## src/scmrd_pkg.sv

```systemverilog
`default_nettype none

package scmrd_pkg;

   // Width of the running frame position; it wraps modulo 2**OFFSET_BITS.
   localparam int unsigned OFFSET_BITS = 17;

   localparam int unsigned RUN_OFFSET_W = 17;
   localparam int unsigned RUN_LENGTH_W = 16;
   localparam int unsigned MASK_BYTE_W  = 8;

   // Position widened so that a low 17-bit slice always exists.
   localparam int unsigned POS_EXT_W =
      (OFFSET_BITS > RUN_OFFSET_W) ? OFFSET_BITS : RUN_OFFSET_W;

   localparam logic [MASK_BYTE_W-1:0] CTRL_SKIP_EXT = 8'h80;
   localparam logic [MASK_BYTE_W-1:0] CTRL_COPY_EXT = 8'h00;
   localparam logic [6:0]             SKIP_LEN_MASK = 7'h7F;

   localparam logic KIND_SKIP = 1'b0;
   localparam logic KIND_COPY = 1'b1;

   typedef struct packed {
      logic [MASK_BYTE_W-1:0] mask_byte;
      logic                   end_of_mask;
   } req_type;

   typedef struct packed {
      logic                    run_kind;
      logic [RUN_OFFSET_W-1:0] run_offset;
      logic [RUN_LENGTH_W-1:0] run_length;
      logic                    mask_done;
      logic                    truncated;
   } rsp_type;

endpackage

`default_nettype wire

```

## src/skip_copy_mask_run_decoder.sv

```systemverilog
`default_nettype none

// Channel  | Ports                          | Direction | Word
// ---------+--------------------------------+-----------+-----------------------
// request  | req_valid, req_ready, req_data | in        | mask byte, end flag
// response | rsp_valid, rsp_ready, rsp_data | out       | kind, offset, length
//
// Each mask byte is decoded in the cycle it is accepted; its run, if any,
// appears in the response register on the next cycle. One byte per cycle
// while the response side drains. The parser state and the position adder
// form the only loop. The request side stays ready while the response register
// is empty or being drained. Reset is synchronous and returns the parser to
// the control-byte phase at position zero.
module skip_copy_mask_run_decoder (
   input  wire                  clock,
   input  wire                  reset,
   input  wire                  req_valid,
   output logic                 req_ready,
   input  scmrd_pkg::req_type   req_data,
   output logic                 rsp_valid,
   input  wire                  rsp_ready,
   output scmrd_pkg::rsp_type   rsp_data
);

   typedef enum logic [1:0] {
      PH_CTRL   = 2'd0,
      PH_LEN_LO = 2'd1,
      PH_LEN_HI = 2'd2
   } phase_type;

   phase_type                                 phase_ff, phase_in;
   logic                                      pending_kind_ff, pending_kind_in;
   logic [scmrd_pkg::MASK_BYTE_W-1:0]         length_low_ff, length_low_in;
   logic [scmrd_pkg::OFFSET_BITS-1:0]         position_ff, position_in;
   logic                                      rsp_valid_ff;
   scmrd_pkg::rsp_type                        rsp_data_ff;

   logic                                      req_fire;
   logic                                      emit;
   scmrd_pkg::rsp_type                        result;
   logic [scmrd_pkg::POS_EXT_W-1:0]           position_ext;
   logic [scmrd_pkg::OFFSET_BITS-1:0]         position_next;

   assign req_ready    = !rsp_valid_ff || rsp_ready;
   assign req_fire     = req_valid && req_ready;
   assign rsp_valid    = rsp_valid_ff;
   assign rsp_data     = rsp_data_ff;
   assign position_ext = scmrd_pkg::POS_EXT_W'(position_ff);

   always_comb begin
      phase_in        = phase_ff;
      pending_kind_in = pending_kind_ff;
      length_low_in   = length_low_ff;
      emit            = 1'b0;
      result.run_kind   = pending_kind_ff;
      result.run_offset = position_ext[scmrd_pkg::RUN_OFFSET_W-1:0];
      result.run_length = '0;
      result.mask_done  = req_data.end_of_mask;
      result.truncated  = 1'b0;

      case (phase_ff)
         PH_LEN_LO: begin
            length_low_in = req_data.mask_byte;
            phase_in      = PH_LEN_HI;
            if (req_data.end_of_mask) begin
               emit             = 1'b1;
               result.truncated = 1'b1;
            end
         end
         PH_LEN_HI: begin
            emit              = 1'b1;
            result.run_length = {req_data.mask_byte, length_low_ff};
            phase_in          = PH_CTRL;
         end
         default: begin
            // Control byte; the unused phase code is treated the same way.
            phase_in = PH_CTRL;
            if (req_data.mask_byte == scmrd_pkg::CTRL_SKIP_EXT ||
                req_data.mask_byte == scmrd_pkg::CTRL_COPY_EXT) begin
               pending_kind_in = (req_data.mask_byte == scmrd_pkg::CTRL_COPY_EXT) ?
                                 scmrd_pkg::KIND_COPY : scmrd_pkg::KIND_SKIP;
               phase_in        = PH_LEN_LO;
               result.run_kind = pending_kind_in;
               if (req_data.end_of_mask) begin
                  emit             = 1'b1;
                  result.truncated = 1'b1;
               end
            end else if (req_data.mask_byte[7]) begin
               emit              = 1'b1;
               result.run_kind   = scmrd_pkg::KIND_SKIP;
               result.run_length = scmrd_pkg::RUN_LENGTH_W'(
                  req_data.mask_byte[6:0] & scmrd_pkg::SKIP_LEN_MASK);
            end else begin
               emit              = 1'b1;
               result.run_kind   = scmrd_pkg::KIND_COPY;
               result.run_length = scmrd_pkg::RUN_LENGTH_W'(req_data.mask_byte);
            end
         end
      endcase

      position_next = position_ff
                    + scmrd_pkg::OFFSET_BITS'(result.run_length);
      position_in   = emit ? position_next : position_ff;

      // The last byte of a mask returns the parser to its starting point.
      if (req_data.end_of_mask) begin
         phase_in        = PH_CTRL;
         pending_kind_in = 1'b0;
         length_low_in   = '0;
         position_in     = '0;
      end
   end

   always_ff @(posedge clock) begin
      if (reset) begin
         phase_ff        <= PH_CTRL;
         pending_kind_ff <= 1'b0;
         length_low_ff   <= '0;
         position_ff     <= '0;
         rsp_valid_ff    <= 1'b0;
      end else begin
         if (req_fire) begin
            phase_ff        <= phase_in;
            pending_kind_ff <= pending_kind_in;
            length_low_ff   <= length_low_in;
            position_ff     <= position_in;
            rsp_valid_ff    <= emit;
         end else if (rsp_ready) begin
            rsp_valid_ff <= 1'b0;
         end
      end
      if (req_fire && emit) begin
         rsp_data_ff <= result;
      end
   end

`ifndef NO_ASSERTIONS
   a_trunc_is_final: assert property (@(posedge clock) disable iff (reset)
      rsp_valid_ff && rsp_data_ff.truncated |->
         rsp_data_ff.mask_done && rsp_data_ff.run_length == '0)
      else $error("truncated run without end of mask or with nonzero length");

   a_end_restarts: assert property (@(posedge clock) disable iff (reset)
      req_fire && req_data.end_of_mask |=>
         phase_ff == PH_CTRL && position_ff == '0 && rsp_valid_ff)
      else $error("parser not restarted after last mask byte");

   a_ready_when_empty: assert property (@(posedge clock) disable iff (reset)
      !rsp_valid_ff |-> req_ready)
      else $error("request stalled while response register is empty");

   a_low_byte_silent: assert property (@(posedge clock) disable iff (reset)
      req_fire && phase_ff == PH_LEN_LO && !req_data.end_of_mask |=>
         !rsp_valid_ff && phase_ff == PH_LEN_HI)
      else $error("length low byte produced a run");
`endif

endmodule

`default_nettype wire

```

## config.mk

```make
export PLATFORM = sky130hd
export DESIGN_NAME = skip_copy_mask_run_decoder
export DESIGN_NICKNAME = d
export VERILOG_FILES = /design/src/scmrd_pkg.sv /design/src/skip_copy_mask_run_decoder.sv
export SDC_FILE = /design/constraint.sdc
export NUM_CORES = 1
export LEC_CHECK = 0
export ABC_AREA = 0
export BUFFER_PORTS_ARGS = -buffer_cell sky130_fd_sc_hd__buf_2
export CORE_UTILIZATION = 50
export CTS_CLUSTER_SIZE = 16
export DETAILED_ROUTE_END_ITERATION = 16
export PLACE_DENSITY = 0.75
export SLEW_MARGIN = 20
export SYNTH_ARGS = -nofsm -noshare
export SYNTH_HDL_FRONTEND = slang
export SYNTH_SLANG_ARGS = --single-unit
```

## constraint.sdc

```tcl
create_clock -name clock -period 3 [get_ports clock]
set_input_delay 0.45 -clock clock [delete_from_list [all_inputs] [get_ports clock]]
set_output_delay 0.45 -clock clock [all_outputs]
set_load 0.005 [all_outputs]
```

==> impl_metrics.json <==
{
  "drc": 0,
  "status": "finished clean",
  "grt_first_pass_wirelength_um": 11200,
  "power.leakage_nw": 1.61,
  "fin_skew_ns": 0.00725,
  "cts_max_level": 3,
  "final_nets": 390,
  "ant_nets": 0,
  "worstPathArrival_ns": 3.09,
  "path_max_fanout": 11,
  "whs_ns": 0.404,
  "fin_crit_sh": 0.950,
  "drt_first_pass_iters": 4,
  "worstMarginPinSlew_ns": 1.00,
  "powerDensity_nw_per_um2": 480,
  "row_count": 28,
  "p_switching_w": 0.000423,
  "endpoint_kind": "register",
  "relSlewSlack": 0.332,
  "numPortBuffers": 50,
  "drt_iter0_drc": 141,
  "cts_inserted_buffers": 9,
  "die_h_um": 81.4,
  "cts_hold_repair.buffers": 0,
  "grt_pass1_vias": 2348,
  "drv_cap": 0,
  "routed_wl_um": 6930,
  "cts_tree": "yes",
  "ys_top_cells_by_area": "edfxtp_1, dfxtp_1, ha_1, nor2_1, a21oi_1",
  "power.clock.fraction": 0.363,
  "path_clk_slew_ns": 0.07,
  "path_delay_family": "compound AO/OA/AOI/OAI gates",
  "vias": 2522,
  "rsz0062_at_grt": "false",
  "netlist_area_um2": 3150,
  "crit_type": "register to register",
  "ir_worst_vdd_v": 0.000259,
  "finalPower_w": 0.00181,
  "ys_types": 52,
  "grt_usage": 0.227,
  "place_congestion": 0.879,
  "setup_viol": 0,
  "yosys.area.top_type_share": 0.343,
  "routedWlPerCell_um": 15.9,
  "clkLatencyLatePin_ns": 0.34,
  "drive_gt1_frac": 0.238,
  "root_buffer": "clkbuf_8",
  "hp-start": "req_data[5]",
  "io_pins": 51,
  "synth_seq_area_share": 0.527,
  "synth.avg_cell_area_um2": 10.8,
  "hpwlAfterDp_um": 4920,
  "antenna_found_initial": 0,
  "combPwrFrac": 0.091,
  "max_stage_delay_ns": 0.35,
  "hold_path_class": "input port to register",
  "cp-start-kind": "register",
  "die_x_um": 81.4,
  "pwr-share-seq": 0.546,
  "ctsLongestPathBuffers": 2,
  "yosysWarnings": 0,
  "synth_edf_count": 36,
  "viasPerCell": 5.78,
  "cts.sinks": 65,
  "ys_ff_latch": 65,
  "cpMaxStageDelayCell": "a311o_1",
  "syn2layout_area_growth_pct": 19.2,
  "reg2reg_slack_ns": 0.15,
  "grt_max_degree": 37,
  "fin_area_um2": 3760,
  "syn_nets": 327,
  "hold_viol": 0,
  "fmax_ghz": 0.351,
  "fp.coreArea_um2": 5990,
  "dieArea_um2": 6630,
  "syn-instance-count": 293,
  "finalCriticalPeriod_ns": 2.85,
  "async_reset_ff_frac": 0,
  "yosys.area.top_type": "edfxtp_1",
  "cp_num_buf_inv": 2,
  "crit_path_cell_trace": "inv_1, ha_4, buf_4, nand2_1, o21ai_1, ha_1, o21a_1, o31ai_2, nand4b_1, a41o_1, a311o_1, o31ai_1",
  "critPathLaunch": "phase_ff[0]$_SDFFE_PP0P_",
  "maxSlewViolCount": 0,
  "grt-ovfl-total": 0,
  "antennaDiodeCount": 0,
  "swShare": 0.234,
  "start_util": 0.526,
  "crit_required_ns": 3.24,
  "intPower_w": 0.00138,
  "ys.flop_type": "edfxtp_1",
  "dpl_cell_area_um2": 3550,
  "worstReg2RegStart": "phase_ff[0]$_SDFFE_PP0P_"
}
==> sequential cells by signal, indices dropped and copies added (netlist names) <==
register and flops:
pending_kind_ff 1, position_ext 17, rsp_data 36, rsp_valid 1, length_low_ff 8, phase_ff 2
==> cells in the final DEF (no fill, tap or decap), types with 5 or more instances in the layout <==
cell	instances
buf_4	12
edfxtp_1	36
and2_1	11
a21oi_1	22
nand2_1	24
ha_1	18
clkbuf_8	11
inv_1	8
nor2_1	30
o21ai_1	5
dfxtp_1	29
a22oi_1	9
buf_2	50
xnor2_1	7
o21ai_0	8
a22o_1	10
==> tightest hold or removal path, stage by stage <==
cell and delay, ns:
buf_2 0.12, a22oi_1 0.07, nor2_1 0.07
==> layer usage <==
metal | GRT usage | vias up | part of all wire
met5 | 0 | - | 0
met4 | 0.127 | 0 | 0.027
met3 | 0.0367 | 20 | 0.060
met2 | 0.358 | 93 | 0.47
met1 | 0.297 | 1181 | 0.44
li1 | - | 1228 | -
==> per-stage QoR <==
step | setup TNS, ns | instances | setup slack, ns | util
global placement | -0.0453 | 419 | -0.0453 | 0.592
floorplan | 0 | 293 | 0.00707 | -
global route | 0 | 436 | 0.0162 | 0.627
detailed placement | -0.140 | 419 | -0.140 | 0.592
CTS | 0 | 435 | 0.0211 | 0.622
finish | 0 | 436 | 0.150 | 0.627
==> cell usage after synthesis (2+ instances only) <==
cell type  instances
o21ai_1            2
nor2b_1            3
o21a_1             4
nor2_1            31
nand2_1           24
ha_1              20
dfxtp_1           29
a22oi_1            9
a31o_2             3
xnor2_1            7
o31a_1             2
a41o_2             2
nor4_1             4
o31ai_1            2
and2_1            11
a21o_1             3
a311o_1            2
nand2b_1           3
o21ai_0           11
xor2_1             4
a22o_1            10
edfxtp_1          36
a211oi_1           2
inv_1              8
and3_1             2
a21oi_1           22
clkbuf_1           9
nor3_1             4
==> logic make-up (layout without fill, tap and decap cells) <==
group,after synthesis,in the layout,synth area share
adders and majority gates,21,21,0.0857
and+or+nand+nor,93,93,0.144
DFF,65,65,0.527
xor gates and xnor gates,11,11,0.0306
AOI/OAI and AO/OA,85,85,0.191
buffers and inverters,18,86,0.0218
==> power groups by stage <==
stage | registers [W] | clock network (W) | logic [W]
global route | 0.000988 | 0.000699 | 0.000183
CTS | 0.000986 | 0.000665 | 0.000164
finish | 0.000986 | 0.000656 | 0.000164
global placement | 0.00100 | 0 | 0.000158
floorplan | 0.00101 | 0 | 0.0000859
detailed placement | 0.00101 | 0 | 0.000162
==> area by class of cell <==
cell class / instances / area (um2)
fill: 498 / 2230
sequential: 65 / 1660
multi-input combinational: 210 / 1460
timing repair buffer: 62 / 340
clock buffer: 15 / 166
tap: 75 / 93.8
inverter: 8 / 30.0
clock inverter: 1 / 3.75
==> final timing paths <==
kind                                                 endpoint  cells after the start
worst min register to register         rsp_data[34]$_DFFE_PP_                      0
worst max-delay path            position_ext[16]$_SDFFE_PP0P_                     12
worst min-delay path            length_low_ff[4]$_SDFFE_PP0P_                      3
worst max register to register  position_ext[16]$_SDFFE_PP0P_                     12
==> what timing repair did <==
item,CTS,global route
setup buffers,0,1
resized for setup,2,5
pin swaps,0,1
gates cloned,0,0
setup endpoints to repair,2,11
No activity file was read; power rests on OpenSTA's default activity.
